[config.mk]
export PLATFORM = sky130hd
export DESIGN_NAME = sgi_rle_scanline_decoder_core_flat
export DESIGN_NICKNAME = d
export VERILOG_FILES = /design/src/hdl/sgird_pkg.sv /design/src/hdl/sgird_byte_if.sv /design/src/hdl/sgird_run_if.sv /design/src/hdl/sgi_rle_scanline_decoder_core.sv /design/src/hdl/sgird_decode.sv /design/src/flat_wrapper.sv
export SDC_FILE = /design/constraint.sdc
export NUM_CORES = 1
export LEC_CHECK = 0
export ABC_AREA = 1
export BUFFER_PORTS_ARGS = -buffer_cell sky130_fd_sc_hd__buf_2
export CORE_UTILIZATION = 59
export CTS_CLUSTER_SIZE = 28
export DETAILED_ROUTE_END_ITERATION = 8
export PLACE_DENSITY_LB_ADDON = 0.15
export SYNTH_ARGS = -nofsm -noshare
export SYNTH_HDL_FRONTEND = slang
export SYNTH_HIERARCHICAL = 1
export SYNTH_SLANG_ARGS = --single-unit
[constraint.sdc]
create_clock -name clk -period 14.7 [get_ports clk]
set_input_delay 2.205 -clock clk [delete_from_list [all_inputs] [get_ports clk]]
set_output_delay 2.205 -clock clk [all_outputs]
set_load 0.02 [all_outputs]
[src/hdl/sgird_pkg.sv]
// ----------------------------------------------------------------------------
// sgird_pkg
// Types and constants for the SGI RLE scanline decoder.
// ----------------------------------------------------------------------------
package sgird_pkg;

    localparam int BYTE_W      = 8;
    localparam int COUNT_W     = 7;
    localparam int WIDTH_W     = 16;
    localparam int COL_W       = WIDTH_W + 1;
    localparam int KIND_BIT    = 7;
    localparam logic [WIDTH_W-1:0] WIDTH_RESET = 16'd1;

    typedef enum logic [1:0] {
        MODE_CTRL    = 2'd0,
        MODE_REPEAT  = 2'd1,
        MODE_LITERAL = 2'd2,
        MODE_STOPPED = 2'd3
    } mode_t;

    typedef struct packed {
        logic               run_valid;
        logic [BYTE_W-1:0]  pixel_value;
        logic [WIDTH_W-1:0] start_column;
        logic [COUNT_W-1:0] run_length;
        logic               line_done;
        logic               line_error;
    } result_t;

endpackage

[src/hdl/sgird_byte_if.sv]
// ----------------------------------------------------------------------------
// sgird_byte_if
// Compressed byte channel: valid/ready with one scanline byte per transfer.
// ----------------------------------------------------------------------------
interface sgird_byte_if;

    logic                           valid;
    logic                           ready;
    logic [sgird_pkg::BYTE_W-1:0]   data_byte;
    logic                           line_end;

    modport source (output valid, output data_byte, output line_end, input ready);
    modport sink   (input valid, input data_byte, input line_end, output ready);

endinterface

[src/hdl/sgird_run_if.sv]
// ----------------------------------------------------------------------------
// sgird_run_if
// Decoded run channel: valid/ready with one run or line status per transfer.
// ----------------------------------------------------------------------------
interface sgird_run_if;

    logic                           valid;
    logic                           ready;
    logic                           run_valid;
    logic [sgird_pkg::BYTE_W-1:0]   pixel_value;
    logic [sgird_pkg::WIDTH_W-1:0]  start_column;
    logic [sgird_pkg::COUNT_W-1:0]  run_length;
    logic                           line_done;
    logic                           line_error;

    modport source (
        output valid, output run_valid, output pixel_value, output start_column,
        output run_length, output line_done, output line_error, input ready
    );
    modport sink (
        input valid, input run_valid, input pixel_value, input start_column,
        input run_length, input line_done, input line_error, output ready
    );

endinterface

[src/hdl/sgi_rle_scanline_decoder_core.sv]
// ----------------------------------------------------------------------------
// sgi_rle_scanline_decoder_core
// SGI 8-bit RLE scanline decoder: bytes in, pixel runs and line status out.
// ----------------------------------------------------------------------------
// A transferred byte is registered in the input register, decoded, and then
// registered in the result register. Throughput: one byte per cycle while the
// run channel does not stall; the input register drains into the result register
// whenever it is empty or being taken, and always when its byte has no result.
// Reset: async active-low; clears line state, line_width returns to 1.
module sgi_rle_scanline_decoder_core (
    input  logic                            clk,
    input  logic                            rst_n,
    input  logic                            cfg_wr_en,
    input  logic [sgird_pkg::WIDTH_W-1:0]   cfg_wr_data,
    sgird_byte_if.sink                      byte_in,
    sgird_run_if.source                     run_out
);

    logic [sgird_pkg::WIDTH_W-1:0]  line_width_reg;

    logic                           in_valid_reg;
    logic [sgird_pkg::BYTE_W-1:0]   in_byte_reg;
    logic                           in_last_reg;

    logic                           out_valid_reg;
    sgird_pkg::result_t             out_reg;

    sgird_pkg::result_t             dec_result;
    logic                           dec_has_result;
    logic                           out_free;
    logic                           dec_step;

    assign out_free = !out_valid_reg || run_out.ready;
    assign dec_step = in_valid_reg && (!dec_has_result || out_free);
    assign byte_in.ready = !in_valid_reg || dec_step;

    always_ff @(posedge clk or negedge rst_n)
    begin
        if (!rst_n)
        begin
            line_width_reg <= sgird_pkg::WIDTH_RESET;
        end
        else if (cfg_wr_en)
        begin
            line_width_reg <= cfg_wr_data;
        end
    end

    // Input register
    always_ff @(posedge clk or negedge rst_n)
    begin
        if (!rst_n)
        begin
            in_valid_reg <= 1'b0;
        end
        else if (byte_in.ready)
        begin
            in_valid_reg <= byte_in.valid;
        end
    end

    always_ff @(posedge clk)
    begin
        if (byte_in.valid && byte_in.ready)
        begin
            in_byte_reg <= byte_in.data_byte;
            in_last_reg <= byte_in.line_end;
        end
    end

    sgird_decode u_decode (
        .clk        (clk),
        .rst_n      (rst_n),
        .step       (dec_step),
        .data_byte  (in_byte_reg),
        .line_end   (in_last_reg),
        .line_width (line_width_reg),
        .result     (dec_result),
        .has_result (dec_has_result)
    );

    // Result register; hold while the sink stalls
    always_ff @(posedge clk or negedge rst_n)
    begin
        if (!rst_n)
        begin
            out_valid_reg <= 1'b0;
        end
        else if (out_free)
        begin
            out_valid_reg <= dec_step && dec_has_result;
        end
    end

    always_ff @(posedge clk)
    begin
        if (out_free && dec_step && dec_has_result)
        begin
            out_reg <= dec_result;
        end
    end

    assign run_out.valid        = out_valid_reg;
    assign run_out.run_valid    = out_reg.run_valid;
    assign run_out.pixel_value  = out_reg.pixel_value;
    assign run_out.start_column = out_reg.start_column;
    assign run_out.run_length   = out_reg.run_length;
    assign run_out.line_done    = out_reg.line_done;
    assign run_out.line_error   = out_reg.line_error;

endmodule

[src/hdl/sgird_decode.sv]
// ----------------------------------------------------------------------------
// sgird_decode
// Per-line decode state and the single-step packet decode for one byte.
// ----------------------------------------------------------------------------
module sgird_decode (
    input  logic                            clk,
    input  logic                            rst_n,
    input  logic                            step,
    input  logic [sgird_pkg::BYTE_W-1:0]    data_byte,
    input  logic                            line_end,
    input  logic [sgird_pkg::WIDTH_W-1:0]   line_width,
    output sgird_pkg::result_t              result,
    output logic                            has_result
);

    sgird_pkg::mode_t                   mode_reg;
    sgird_pkg::mode_t                   mode_next;
    logic [sgird_pkg::COUNT_W-1:0]      count_reg;
    logic [sgird_pkg::COUNT_W-1:0]      count_next;
    logic [sgird_pkg::COL_W-1:0]        column_reg;
    logic [sgird_pkg::COL_W-1:0]        column_next;
    logic                               error_reg;
    logic                               error_next;

    logic                               place;
    logic [sgird_pkg::COUNT_W-1:0]      place_len;
    logic [sgird_pkg::COL_W:0]          run_end;
    logic                               fits;
    logic                               run;
    logic                               line_bad;

    // Next mode and packet count
    always_comb
    begin
        mode_next  = mode_reg;
        count_next = count_reg;
        case (mode_reg)
            sgird_pkg::MODE_CTRL:
            begin
                if (data_byte == '0)
                begin
                    mode_next = sgird_pkg::MODE_STOPPED;
                end
                else
                begin
                    count_next = data_byte[sgird_pkg::COUNT_W-1:0];
                    if (!data_byte[sgird_pkg::KIND_BIT])
                    begin
                        mode_next = sgird_pkg::MODE_REPEAT;
                    end
                    else if (data_byte[sgird_pkg::COUNT_W-1:0] != '0)
                    begin
                        mode_next = sgird_pkg::MODE_LITERAL;
                    end
                    else
                    begin
                        mode_next = sgird_pkg::MODE_CTRL;
                    end
                end
            end
            sgird_pkg::MODE_REPEAT:
            begin
                count_next = '0;
                mode_next  = sgird_pkg::MODE_CTRL;
            end
            sgird_pkg::MODE_LITERAL:
            begin
                count_next = count_reg - sgird_pkg::COUNT_W'(1);
                if (count_reg == sgird_pkg::COUNT_W'(1))
                begin
                    mode_next = sgird_pkg::MODE_CTRL;
                end
            end
            default:
            begin
                mode_next = mode_reg;
            end
        endcase
    end

    // Run request per mode
    always_comb
    begin
        place     = 1'b0;
        place_len = '0;
        case (mode_reg)
            sgird_pkg::MODE_REPEAT:
            begin
                place     = 1'b1;
                place_len = count_reg;
            end
            sgird_pkg::MODE_LITERAL:
            begin
                place     = 1'b1;
                place_len = sgird_pkg::COUNT_W'(1);
            end
            default:
            begin
                place = 1'b0;
            end
        endcase
    end

    assign run_end = {1'b0, column_reg} + (sgird_pkg::COL_W + 1)'(place_len);
    assign fits    = run_end <= (sgird_pkg::COL_W + 1)'(line_width);
    assign run     = place && fits;

    // Drop an overflowing run and flag it
    always_comb
    begin
        column_next = column_reg;
        error_next  = error_reg;
        if (run)
        begin
            column_next = run_end[sgird_pkg::COL_W-1:0];
        end
        else if (place)
        begin
            error_next = 1'b1;
        end
    end

    assign line_bad = error_next
                   || (column_next != sgird_pkg::COL_W'(line_width))
                   || (mode_next inside {sgird_pkg::MODE_REPEAT, sgird_pkg::MODE_LITERAL});

    always_comb
    begin
        result.run_valid    = run;
        result.pixel_value  = run ? data_byte : '0;
        result.start_column = run ? column_reg[sgird_pkg::WIDTH_W-1:0] : '0;
        result.run_length   = run ? place_len : '0;
        result.line_done    = line_end;
        result.line_error   = line_end && line_bad;
    end

    assign has_result = run || line_end;

    // Advance on each decoded byte; line end returns everything to the line start
    always_ff @(posedge clk or negedge rst_n)
    begin
        if (!rst_n)
        begin
            mode_reg   <= sgird_pkg::MODE_CTRL;
            count_reg  <= '0;
            column_reg <= '0;
            error_reg  <= 1'b0;
        end
        else if (step)
        begin
            if (line_end)
            begin
                mode_reg   <= sgird_pkg::MODE_CTRL;
                count_reg  <= '0;
                column_reg <= '0;
                error_reg  <= 1'b0;
            end
            else
            begin
                mode_reg   <= mode_next;
                count_reg  <= count_next;
                column_reg <= column_next;
                error_reg  <= error_next;
            end
        end
    end

endmodule

[src/flat_wrapper.sv]
// flat-port wrapper written by rule: the top's interface ports become plain ports
module sgi_rle_scanline_decoder_core_flat 
  (clk, rst_n, cfg_wr_en, cfg_wr_data, byte_in_valid, byte_in_data_byte, byte_in_line_end, byte_in_ready, run_out_valid, run_out_run_valid, run_out_pixel_value, run_out_start_column, run_out_run_length, run_out_line_done, run_out_line_error, run_out_ready);
  sgird_byte_if byte_in_i ();
  sgird_run_if run_out_i ();
  input  logic clk;
  input  logic rst_n;
  input  logic cfg_wr_en;
  input  logic [sgird_pkg::WIDTH_W-1:0] cfg_wr_data;
  input wire logic [$bits(byte_in_i.valid)-1:0] byte_in_valid;
  input wire logic [$bits(byte_in_i.data_byte)-1:0] byte_in_data_byte;
  input wire logic [$bits(byte_in_i.line_end)-1:0] byte_in_line_end;
  output wire logic [$bits(byte_in_i.ready)-1:0] byte_in_ready;
  output wire logic [$bits(run_out_i.valid)-1:0] run_out_valid;
  output wire logic [$bits(run_out_i.run_valid)-1:0] run_out_run_valid;
  output wire logic [$bits(run_out_i.pixel_value)-1:0] run_out_pixel_value;
  output wire logic [$bits(run_out_i.start_column)-1:0] run_out_start_column;
  output wire logic [$bits(run_out_i.run_length)-1:0] run_out_run_length;
  output wire logic [$bits(run_out_i.line_done)-1:0] run_out_line_done;
  output wire logic [$bits(run_out_i.line_error)-1:0] run_out_line_error;
  input wire logic [$bits(run_out_i.ready)-1:0] run_out_ready;
  assign byte_in_i.valid = byte_in_valid;
  assign byte_in_i.data_byte = byte_in_data_byte;
  assign byte_in_i.line_end = byte_in_line_end;
  assign byte_in_ready = byte_in_i.ready;
  assign run_out_valid = run_out_i.valid;
  assign run_out_run_valid = run_out_i.run_valid;
  assign run_out_pixel_value = run_out_i.pixel_value;
  assign run_out_start_column = run_out_i.start_column;
  assign run_out_run_length = run_out_i.run_length;
  assign run_out_line_done = run_out_i.line_done;
  assign run_out_line_error = run_out_i.line_error;
  assign run_out_i.ready = run_out_ready;
  sgi_rle_scanline_decoder_core u_core (.clk(clk), .rst_n(rst_n), .cfg_wr_en(cfg_wr_en), .cfg_wr_data(cfg_wr_data), .byte_in(byte_in_i), .run_out(run_out_i));
endmodule
# ---- Yosys cells after proc, flatten, opt, wreduce, memory -nomap -nowiden
# Index checks and enable logic that the tools add are counted.
# Widths: inputs -> output; s select.
dict set report classes {
  order_cmp 1
  reduce_logical 23
  n_addsub 2
  muxes 16
  eq_ne 7
}
# op count
set op_table {}
lappend op_table {{$mux 17} 2}
lappend op_table {{$pmux 7 s3} 1}
lappend op_table {{$add 17x7->18} 1}
lappend op_table {{$le 18x16->1} 1}
lappend op_table {{$ne 17x16->1} 1}
lappend op_table {{$mux 7} 2}
lappend op_table {{$pmux 7 s2} 1}
lappend op_table {{$mux 2} 5}
lappend op_table {{$logic_not 8->1} 1}
lappend op_table {{$eq 7x1->1 const B} 1}
lappend op_table {{$logic_and 1x1->1} 7}
lappend op_table {{$reduce_bool 7->1} 1}
lappend op_table {{$sub 7x1->7 const B} 1}
lappend op_table {{$logic_or 1x1->1} 6}
lappend op_table {{$pmux 2 s3} 1}
lappend op_table {{$eq 2x1->1 const B} 2}
lappend op_table {{$eq 2x2->1 const B} 2}
lappend op_table {{$mux 1} 4}
lappend op_table {{$reduce_bool 4->1} 1}
lappend op_table {{$logic_not 1->1} 3}
lappend op_table {{$ne 3x2->1 const B} 1}
lappend op_table {{$reduce_and 3->1} 1}
lappend op_table {{$logic_not 2->1} 1}
lappend op_table {{$reduce_bool 2->1} 1}
lappend op_table {{$reduce_or 2->1} 1}
dict set report word_totals {
  regBits 88
  elab_cells 64
  output_inout_bits 36
}

# ---- Longest topological paths before layout
# Gate-level depths: netlist of the first run.
dict set report depth {
  word_depth 11
  ltp_mapped 37
  ltp_nobuf 33
}

# ---- Modules after synthesis
# Netlist of the first run, hierarchy kept.
# module area_each_um2 n_inst seq_area_each_um2 cells_each
set modules_own_cells {}
lappend modules_own_cells {sgird_decode 3235.6 1 675.6 530}
lappend modules_own_cells {sgi_rle_scanline_decoder_core 2045.7 1 1742.9 125}

# ---- Worst setup path after synthesis of the first run
# OpenSTA, ideal clock, no wires.
dict set report synth_path {
  path_type {reg-to-output}
  startpoint {register u_core.u_decode.mode_reg[0]}
  endpoint {output byte_in_ready}
  required_ns 12.495
  path_buffers 3
  path_stages_with_launch 28
  path_slack_ns 8.069
  arrival_ns 4.426
  path_cell_list {dfrtp_1 > inv_1 > ha_1 > clkbuf_1 > clkbuf_1 > nand2_1 > o21ai_0 > ha_1 > inv_1 > fa_1 > o21ai_2 > nand2_2 > nand2_2 > nand2_1 > nor2_1 > xor2_1 > inv_1 > ha_1 > a21oi_1 > o21a_1 > nand2_1 > nand2_1 > nand2_1 > nand2_1 > nand3_4 > buf_2 > nand2_1 > nand4_1}
}
dict set report synth_via {
  elab_chain_len 10
  word_cells_on_any_way 13
  classes_between {add/sub (1); order compare (1); eq/ne (2); mux (2); reduce/logical (7)}
}
# element line
set synth_lines {}
lappend synth_lines {{from (decl)} sgird_decode.sv:16} ;# sgird_pkg::mode_t mode_reg;
lappend synth_lines {{from (signal assigned)} sgird_decode.sv:144} ;# mode_reg <= sgird_pkg::MODE_CTRL;
lappend synth_lines {{from (signal assigned)} sgird_decode.sv:153} ;# mode_reg <= sgird_pkg::MODE_CTRL;
lappend synth_lines {{from (signal assigned)} sgird_decode.sv:160} ;# mode_reg <= mode_next;
lappend synth_lines {{$eq 2x2->1 / $eq 2x1->1 (equally long branches)} sgird_decode.sv:86} ;# case (mode_reg)
lappend synth_lines {{$pmux 7 s2} sgird_decode.sv:86}
lappend synth_lines {{$add 17x7->18} sgird_decode.sv:104} ;# assign run_end = {1'b0, column_reg} + (sgird_pkg::COL_W + 1)'(place_len);
lappend synth_lines {{$le 18x16->1} sgird_decode.sv:105} ;# assign fits = run_end <= (sgird_pkg::COL_W + 1)'(line_width);
lappend synth_lines {{$logic_and 1x1->1 (*)} sgird_decode.sv:106} ;# assign run = place && fits;
lappend synth_lines {{$logic_or 1x1->1 (*)} sgird_decode.sv:137} ;# assign has_result = run || line_end;
lappend synth_lines {{via u_core.dec_has_result} sgi_rle_scanline_decoder_core.sv:29} ;# logic dec_has_result;
lappend synth_lines {{$logic_not 1->1 (*)} sgi_rle_scanline_decoder_core.sv:34} ;# assign dec_step = in_valid_reg && (!dec_has_result || out_free);
lappend synth_lines {{$logic_or 1x1->1 (*)} sgi_rle_scanline_decoder_core.sv:34}
lappend synth_lines {{$logic_and 1x1->1 (*)} sgi_rle_scanline_decoder_core.sv:34}
lappend synth_lines {{$logic_or 1x1->1 (*)} sgi_rle_scanline_decoder_core.sv:35} ;# assign byte_in.ready = !in_valid_reg || dec_step;
lappend synth_lines {{to (decl)} flat_wrapper.sv:13} ;# output wire logic [$bits(byte_in_i.ready)-1:0] byte_in_ready;
# Mark *: on every way through the listed nets, which the timed path passes. The rest lies on a longest branch.

# ---- Worst setup path in the final report of the first run
dict set report layout_path {
  startpoint {register u_core.u_decode.mode_reg[1]}
  endpoint {output byte_in_ready}
}
# The elaborated chain is that of the path after synthesis.

==> summary.md, run 1 <==
| Metric | Value |
|---|---|
| Outcome | `finished, final reports clean` |
| Chip width | `96.61 um` |
| Area grow syn2layout | `10.80%` |
| WL/cell | `between 15 and 20 um` |
| P_sw | `460.6 uW` |
| Unrepaired setup endpoints after global routing | `false` |
| CTS tree | `yes` |
| CTS Sinks | `88` |
| DRC errors left | `0` |
| Via count | `4,593` |
| Place WS | `6294 ps` |
| H-tree depth | `3` |
| Required time of the critical path | `12,490 ps` |
| RD Place Congestion | `0.9526` |
| Pint | `560.4 uW` |
| Synth Net Count | `715` |
| FMAX | `0.1111 GHz` |
| First-pass detailed-route iteration total | `5` |
| Hold Vio Cnt, Final | `0` |
| Largest net degree at the start of global routing | `53` |
| Area contributors post-synth | `edfxtp_1 24%, dfrtp_1 21%, nand2_1 11%` |
| Placed Area | `5630 um2` |
| Initial antenna violation count | `0` |
| Post-CTS Setup Bufs | `0` |
| Core ar. | `roughly 8700 um2` |
| Site Rows | `34` |
| CP most frequent cell | `nand2_1` |
| Root Driver | `clkbuf_8` |
| Die H | `around 97 um` |
| Yosys top cell area share | `24.45%` |
| Worst skew pair latency | `370 ps` |
| Max reg flops | `17` |
| Worst slew pin tran | `1022 ps` |
| Sequential Power Share | `a little over a third` |
| Remaining antenna violation count | `0` |
| DR vias/cell | `roughly 5.6` |
| Post-synth EDFFs | `between 40 and 50` |
| Most used DFF post-synth | `dfrtp_1` |
| Most frequent cell after synthesis | `nand2_1` |
| Die area | `9333 um2` |
| MaxCap Viol Count | `0` |
| Post-CTS sizing | `0` |
| Post-synthesis xor/xnor area fraction | `1.824%` |
| Setup_tns | `0 ps` |
| Final setup fails | `0` |
| Register area share after synthesis | `45.79%` |
| Initial core utilization | `between 60% and 70%` |
| Adder-cell share of the synthesized area | `7.249%` |
| Vias in the first global route | `4,330` |
| Gate power share | `46.8%` |
| Arrival @ worst endpoint | `6790 ps` |
| Ys async rst share | `51.14%` |
| GRT Resource Usage Total | `28.94%` |
| Post-Syn Area | `5281 um2` |
| Main combinational cell family by area after synthesis | `simple AND/OR/NAND/NOR gates` |
| Detailed Place HPWL | `9328 um` |
| Startpoint Class | `register` |
| Hold buffer count at cts | `0` |
| Clk slew on worst S/H paths | `~80 ps` |
| Cts bufs inserted | `9` |
| First-pass GRT wire length | `between 20,000 and 25,000 um` |
| Drt first-iter violations | `359` |
| Mux share of post-synthesis cell area | `0%` |
| Power per cell area | `174.5 nW/um2` |
| Crit path max-delay cell type | `ha_1` |
| Synthesized instance count | `655` |
| Placed Instances | `a little over 800` |
| Yosys cell types | `39` |
| #FFs+latches synth | `88` |
| Fin nets | `772` |
| Max Slew Vio Count | `0` |
| Finished Cell Area | `5852 um2` |
| Synth area leader | `edfxtp_1` |
| Pleak | `2.967 nW` |
| Input/output buffers | `65` |
| Hold Slack | `500.4 ps` |
| Worst path max stage delay | `860 ps` |
| I/O Pins | `66` |
| Deepest clock path buffer count | `2` |
| Post-Synth Simple-Gate Area | `25.89%` |
| Clock Power Share | `18.2%` |
| Inserted Diodes | `0` |
| Complex-gate fraction of the synthesized area | `8.600%` |
| Total gr overflow | `0` |
| Syn_area_per_cell | `8.063 um2` |
| Fin crit share | `61.22%` |
| Final min period | `approximately 9000 ps` |
| Worst-path maximum fanout | `52` |
| Hold Crit Class | `reg -> reg` |
| Layout cell share with drive strength beyond 1 | `14.78%` |
| Synth cell count leaders | `151 x nand2_1, 114 x inv_1, 62 x nor2_1` |
| Routed WL | `12,870 um` |
| Critical path class | `reg -> out` |
| Ys Warns | `6` |
| Crit end category | `primary output` |
| Overall power | `1.021 mW` |
| Non-filler cells, final | `just over 800` |
| Final setup margin | `around 5700 ps` |
| Worst vdd ir | `0.0001069 V` |
| Worst clock skew | `18.07 ps` |
| Net Sw Frac | `45.12%` |
| Max-slew headroom at the worst pin | `31.84%` |
| Core Util, Final | `67.43%` |
==> power groups by stage <==
stage | combinational (mW) | clock [mW] | sequential [mW]
final | 0.478 | 0.186 | 0.357
after global routing | 0.533 | 0.199 | 0.363
after CTS | 0.467 | 0.188 | 0.357
after detailed placement | 0.464 | 0 | 0.361
after global placement | 0.452 | 0 | 0.359
after floorplan | 0.321 | 0 | 0.387
==> metal layers <==
layer  track usage [%]  part of all wire (%)  vias to the layer above
met1             42.14                    47                     2097
met4             11.02                   2.4                        0
met2             43.12                    42                      233
li1                  -                     -                     2235
met3             5.275                   8.4                       28
met5                 0                     0                        -
==> logic make-up (layout without fill, tap and decap cells) <==
logic type | after synthesis | after routing
compound gates | 77 | 77
xor+xnor | 11 | 11
fa+ha+maj | 30 | 30
buf+inv | 137 | 199
flops | 88 | 88
simple gates | 312 | 312
==> worst max-delay path, delay by kind of cell, from the launching register on <==
kind | cells | cell delay [ps]
simple gates | 12 | 2730
fa+ha+maj | 4 | 1680
compound gates | 4 | 890
flops | 1 | 430
buf+inv | 4 | 470
xor+xnor | 1 | 210
==> area by class of cell <==
| type | instances | area [um2] |
|---|---|---|
| inverter | 116 | 435.4 |
| clock buffer | 10 | 127.6 |
| fill | 771 | 2826 |
| timing repair buffer | 67 | 340.3 |
| multi-input combinational | 430 | 2301 |
| tap | 108 | 135.1 |
| sequential | 88 | 2419 |
| clock inverter | 6 | 93.84 |
==> final timing paths <==
path / start / end / slack, ps / cells past startpoint
max in group asynchronous: rst_n / u_core/line_width_reg[15] / 12050 / 1
max reg2reg: u_core/u_decode/mode_reg[1] / u_core/u_decode/mode_reg[1] / 7070 / 32
min reg2reg: u_core/line_width_reg[0] / u_core/line_width_reg[0] / 500 / 2
min: u_core/line_width_reg[0] / u_core/line_width_reg[0] / 500 / 2
min in group asynchronous: rst_n / u_core/u_decode/count_reg[3] / 2000 / 1
max: u_core/u_decode/mode_reg[1] / byte_in_ready / 5700 / 25
==> cells in the final DEF (no fill, tap or decap), types with 13 or more instances in the layout <==
cell      instances
dfrtp_1          44
buf_2            65
nand2_1         151
nand3_1          47
nand4_1          24
a21oi_1          13
nor2_1           62
o21ai_0          32
inv_1           114
ha_1             29
o22ai_1          15
edfxtp_1         43
Power figures use the tool's default switching activity.
==> run 2, diff against run 1 <==
Settings changed: ABC_AREA 1 to 0.
Clock period 14.7 ns to 9 ns, I/O delays scaled along.
==> run 2 against run 1 <==
Effect of this change: sequential share of layout area is essentially flat; routed wire length fell by 4.3%; synthesized cell count down 28%; register-to-register slack got worse by 5400 ps; sequential power rose by 57%; cell count fell by 22%; utilization about the same; die area decreased by 0.43%; worst setup slack got worse by 4800 ps.
==> summary.md, run 2 <==
| Metric | Value |
|---|---|
| Outcome | `finished, final reports clean` |
| Final min period | `8053 ps` |
| Final setup fails | `0` |
| Drt first-iter violations | `288` |
| Hold buffer count at cts | `0` |
| CTS Sinks | `88` |
| Site Rows | `34` |
| I/O Pins | `66` |
| Routed WL | `12,320 um` |
| Register area share after synthesis | `46.00%` |
| Critical path class | `reg -> out` |
| Fin crit share | `89.48%` |
| First-pass GRT wire length | `between 15,000 and 20,000 um` |
| Worst clock skew | `13.89 ps` |
| Yosys cell types | `71` |
| Ys async rst share | `between 50% and 60%` |
| Max reg flops | `17` |
| Largest net degree at the start of global routing | `46` |
| Initial core utilization | `between 60% and 70%` |
| Setup_tns | `0 ps` |
| Worst skew pair latency | `370 ps` |
| Layout cell share with drive strength beyond 1 | `21.91%` |
| First-pass detailed-route iteration total | `6` |
| Deepest clock path buffer count | `2` |
| Arrival @ worst endpoint | `~6700 ps` |
| H-tree depth | `3` |
| Post-synthesis xor/xnor area fraction | `under 10%` |
| Placed Instances | `approximately 630` |
| Commonest non-fill, non-tap cell in the layout | `buf_2` |
| Power per cell area | `244.8 nW/um2` |
| Worst-path maximum fanout | `36` |
| Input/output buffers | `65` |
| Post-CTS sizing | `0` |
| Final setup margin | `947.1 ps` |
| Footprint of the multi-input gates | `2582 um2` |
| Fin nets | `589` |
| Initial antenna violation count | `0` |
| Most used DFF post-synth | `dfrtp_1` |
| MaxCap Viol Count | `0` |
| Finished Cell Area | `5856 um2` |
| Crit end category | `primary output` |
| Via count | `3,880` |
| RD Place Congestion | `between 0.9 and 1` |
| CTS tree | `yes` |
| Vias in the first global route | `around 3,800` |
| Placed Area | `5613 um2` |
| Post-Syn Area | `5258 um2` |
| DRC errors left | `0` |
| #FFs+latches synth | `88` |
| Most frequent cells in the layout | `65 x buf_2, 44 x dfrtp_1, 43 x edfxtp_1, 32 x inv_1` |
| FF+latch area | `about 2400 um2` |
| Ys Warns | `6` |
| Main combinational cell family by area after synthesis | `compound AO/OA/AOI/OAI gates` |
| Unrepaired setup endpoints after global routing | `false` |
| Complex-gate fraction of the synthesized area | `between 10% and 20%` |
| Synthesized instance count | `approximately 470` |
| Core ar. | `8678 um2` |
| Max Slew Vio Count | `0` |
| Fill cells | `712` |
| Chip width | `96.40 um` |
| Worst slew pin tran | `1065 ps` |
| Area contributors post-synth | `edfxtp_1 25%, dfrtp_1 21%, ha_1 6.9%` |
| FMAX | `0.1242 GHz` |
| Pleak | `2.713 nW` |
| Total gr overflow | `0` |
| Worst vdd ir | `0.0002637 V` |
| Core Util, Final | `67.47%` |
| GRT Resource Usage Total | `just under 30%` |
| Post-synth EDFFs | `43` |
| Hold Vio Cnt, Final | `0` |
| Synth area leader | `edfxtp_1` |
| Post-CTS Setup Bufs | `0` |
| Non-filler cells, final | `642` |
| Most frequent cell after synthesis | `dfrtp_1` |
| Synth Net Count | `532` |
| Startpoint Class | `register` |
| Area grow syn2layout | `11.38%` |
| Adder-cell share of the synthesized area | `7.282%` |
| Yosys top cell area share | `between 20% and 30%` |
| Die area | `between 9000 and 10,000 um2` |
| Synth cell count leaders | `44 x dfrtp_1, 43 x edfxtp_1, 32 x inv_1` |
| Syn_area_per_cell | `11.14 um2` |
| Die H | `96.40 um` |
| Hold Crit Class | `reg -> reg` |
| Required time of the critical path | `7650 ps` |
| WL/cell | `around 19 um` |
| Clk slew on worst S/H paths | `approximately 100 ps` |
| Max-slew headroom at the worst pin | `28.99%` |
| Remaining antenna violation count | `0` |
| Inserted Diodes | `0` |
| Root Driver | `clkbuf_8` |
| Detailed Place HPWL | `8744 um` |
| Mux share of post-synthesis cell area | `5.783%` |
| DR vias/cell | `~6.0` |
| Post-Synth Simple-Gate Area | `13.92%` |
| Cts bufs inserted | `9` |
| Place WS | `1542 ps` |
run 2: changes by cell type after synthesis, moves of 14 or more:
cell,delta
xnor2_1,+28
nand2_1,-124
a22o_1,+14
inv_1,-82
nand3_1,-41
nor2_1,-42
o21ai_0,-15
and3_1,+30
nand4_1,-22
run 2: per-stage QoR:
step	total power, mW	hold WS (ps)
final	1.433	523.0
after global placement	1.075	496.8
after detailed placement	1.094	495.3
after CTS	1.432	526.8
after global routing	1.511	538.0
after floorplan	0.9664	480.6
run 2: where the power goes:
| group | switching [mW] | internal [mW] |
|---|---|---|
| Sequential | 0.0532 | 0.507 |
| Clock | 0.151 | 0.187 |
| Combinational | 0.349 | 0.186 |
run 2: kinds of logic (layout without fill, tap and decap cells):
| group | count (synthesis) | count (layout) |
|---|---|---|
| mux | 24 | 24 |
| flops | 88 | 88 |
| fa+ha+maj | 30 | 30 |
| simple gates | 128 | 128 |
| buf+inv | 55 | 117 |
| xor+xnor | 40 | 40 |
| compound gates | 107 | 107 |
run 2: cell type report:
type,instances,share of cell area (%)
clock inverters,6,1.966
repair buffers,68,5.940
clock buffers,10,2.179
well taps,108,2.308
flip-flops and latches,88,41.30
multi-input cells,329,44.10
inverters,33,2.201
run 2: routing by layer:
metal | track usage (%) | wire length (um) | vias to the layer above
met4 | 10.78 | 243 | 0
met3 | 4.382 | 613 | 21
met1 | 40.87 | 5619 | 1900
li1 | - | - | 1831
met2 | 45.45 | 5840 | 128
met5 | 0 | 0 | -
run 2: worst paths after layout:
path / cells past startpoint / slack [ps] / start / end
max in group asynchronous: 1 / 7170 / rst_n / u_core/u_decode/column_reg[15]
min in group asynchronous: 1 / 1170 / rst_n / u_core/line_width_reg[5]
max: 23 / 950 / u_core/u_decode/mode_reg[1] / byte_in_ready
min: 1 / 520 / u_core/line_width_reg[2] / u_core/line_width_reg[2]
max reg2reg: 27 / 1690 / u_core/u_decode/mode_reg[1] / u_core/u_decode/count_reg[6]
min reg2reg: 1 / 520 / u_core/line_width_reg[2] / u_core/line_width_reg[2]
run 2: worst max-delay path: stages, from the launching register on:
cell,delay [ps]
dfrtp_1,450
inv_1,110
ha_1,1000
inv_1,450
nor2_1,200
ha_1,190
inv_1,60
fa_1,400
nor2b_1,200
o31ai_2,110
a21oi_4,380
and4_1,360
xor2_1,100
ha_1,200
a2111oi_0,370
o21ai_0,150
o21ai_0,150
mux2i_1,190
a22oi_4,170
buf_4,310
nand2_4,190
nand2_1,210
nand4b_1,160
buf_2,190
==> run 3, diff against run 2 <==
Settings changed: CTS_BUF_LIST from default to sky130_fd_sc_hd__clkbuf_4 sky130_fd_sc_hd__clkbuf_8 sky130_fd_sc_hd__clkbuf_16.
==> run 3 against run 2 <==
Effect of this change: cell area is essentially flat; clock power is essentially flat; global-route usage is essentially flat; first-iteration DRC count is the same; utilization is essentially flat; clock-buffer cell count is the same; critical path depth is the same; sequential power is essentially flat; clock skew grew 1.1 ps; register-to-register slack gained 20 ps; power grew 0.14%; critical endpoint unchanged; highest routed layer unchanged.
==> summary.md, run 3 (synthesized netlist as in run 2, its figures left out) <==
| Metric | Value |
|---|---|
| Detailed Place HPWL | `8744 um` |
| Remaining antenna violation count | `0` |
| Cts bufs inserted | `9` |
| Fin nets | `589` |
| Clk slew on worst S/H paths | `100 ps` |
| Fill cells | `708` |
| Post-CTS Setup Bufs | `0` |
| MaxCap Viol Count | `0` |
| Post-CTS sizing | `0` |
| Outcome | `finished, final reports clean` |
| Core Util, Final | `67.52%` |
| Max Slew Vio Count | `0` |
| Max reg flops | `17` |
| CTS tree | `yes` |
| Fin crit share | `89.21%` |
| Worst r2r src | `u_core/u_decode/mode_reg[1]` |
| Hold Crit Class | `reg -> reg` |
| CTS Sinks | `88` |
| First-pass detailed-route iteration total | `5` |
| Required time of the critical path | `7650 ps` |
| Unrepaired setup endpoints after global routing | `false` |
| Worst hold path depth | `1` |
| Input/output buffers | `65` |
| Vias in the first global route | `3,791` |
| Worst clock skew | `15.02 ps` |
| Startpoint Class | `register` |
| DRC errors left | `0` |
| Die H | `96.40 um` |
| H-tree depth | `3` |
| Critical path class | `reg -> out` |
| Worst skew pair latency | `370 ps` |
| Largest net degree at the start of global routing | `46` |
| Core ar. | `8678 um2` |
| Initial antenna violation count | `0` |
| Flop-to-flop setup slack | `between 1500 and 2000 ps` |
| Pleak | `2.716 nW` |
| Hold buffer count at cts | `0` |
| FMAX | `0.1246 GHz` |
| I/O Pins | `66` |
| Placed Area | `5613 um2` |
| Max-slew headroom at the worst pin | `29.54%` |
| Most frequent cells in the layout | `65 x buf_2, 44 x dfrtp_1, 43 x edfxtp_1, 32 x inv_1` |
| R2R depth | `27` |
| Chip width | `just under 100 um` |
| Commonest non-fill, non-tap cell in the layout | `buf_2` |
| Hold Vio Cnt, Final | `0` |
| Finished Cell Area | `approximately 6000 um2` |
| Inserted Diodes | `0` |
| Routed WL | `12,340 um` |
| Initial core utilization | `60.58%` |
| Area grow syn2layout | `11.45%` |
| Deepest clock path buffer count | `2` |
| Layout cell share with drive strength beyond 1 | `22.10%` |
| DR vias/cell | `6.044` |
| Root Driver | `clkbuf_8` |
| Placed Instances | `about 630` |
| R2r endpoint | `u_core/u_decode/count_reg[6]` |
| Overall power | `1.435 mW` |
| GRT Resource Usage Total | `29.01%` |
| Setup_tns | `0 ps` |
| Total gr overflow | `0` |
| Die area | `9293 um2` |
| WL/cell | `19.22 um` |
| Non-filler cells, final | `between 600 and 700` |
| Worst slew pin tran | `1057 ps` |
| Worst-path maximum fanout | `36` |
| RD Place Congestion | `0.9562` |
| Drt first-iter violations | `288` |
| Hold worst-path end | `u_core/line_width_reg[2]` |
| Site Rows | `34` |
| First-pass GRT wire length | `approximately 20,000 um` |
| Via count | `3,880` |
| Hold path start | `u_core/line_width_reg[2]` |
| Worst vdd ir | `0.0002659 V` |
| Final setup fails | `0` |
| Crit end category | `primary output` |
| Arrival @ worst endpoint | `6680 ps` |
| Final min period | `between 8000 and 9000 ps` |
| Power per cell area | `244.9 nW/um2` |
[run 3: cell count changes in the layout (fill, tap and decap cells not counted)]
cell / delta
clkbuf_1: -1
clkbuf_4: +1
[run 3: metrics by stage]
stage                     hold WS (ps)  setup slack [ps]
after floorplan                  480.6              2651
after global placement           496.8              1781
after detailed placement         495.3              1542
after CTS                        526.8              1090
after global routing             538.0             499.3
final                            522.5             971.5
[run 3: per-layer routing]
metal / routed length, um / GRT usage [%] / vias to the layer above / share of wire [%]
met2: 5764 / 45.51 / 157 / 47
met5: 0 / 0 / - / 0
met1: 5645 / 40.87 / 1874 / 46
met3: 692 / 4.382 / 20 / 5.6
li1: - / - / 1829 / -
met4: 239 / 10.78 / 0 / 1.9
[run 3: area by class of cell]
cell class | count | area, um2 | share of cell area, %
inverters | 33 | 128.9 | 2.199
clock buffers | 10 | 131.4 | 2.242
well taps | 108 | 135.1 | 2.306
repair buffers | 68 | 347.8 | 5.936
clock inverters | 6 | 115.1 | 1.965
multi-input cells | 329 | 2582 | 44.07
flip-flops and latches | 88 | 2419 | 41.28
[run 3: worst max-delay path by stage]
stage	startpoint	cells after the start	end	slack, ps
floorplan	u_core/u_decode/mode_reg[1]	25	u_core/run_out.line_done	2650
global placement	u_core/u_decode/mode_reg[1]	22	byte_in_ready	1780
detailed placement	u_core/u_decode/mode_reg[1]	23	byte_in_ready	1540
CTS	u_core/u_decode/mode_reg[1]	23	byte_in_ready	1090
global route	u_core/u_decode/mode_reg[1]	23	byte_in_ready	500
finish	u_core/u_decode/mode_reg[1]	23	byte_in_ready	970
[run 3: worst max-delay path, stage by stage (launching register included)]
cell       delay, ps
dfrtp_1          450
inv_1            110
ha_1             990
inv_1            440
nor2_1           190
ha_1             190
inv_1             60
fa_1             410
nor2b_1          200
o31ai_2          110
a21oi_4          380
and4_1           360
xor2_1           100
ha_1             200
a2111oi_0        380
o21ai_0          150
o21ai_0          150
mux2i_1          190
a22oi_4          180
buf_4            310
nand2_4          190
nand2_1          210
nand4b_1         160
buf_2            190
[run 3: power breakdown]
group / total (mW) / internal [mW] / switching, mW / leakage (nW)
clock: 0.339 / 0.190 / 0.149 / 0.126
sequential: 0.561 / 0.507 / 0.0538 / 0.997
combinational: 0.535 / 0.187 / 0.349 / 1.59
total: 1.44 / 0.883 / 0.552 / 2.72
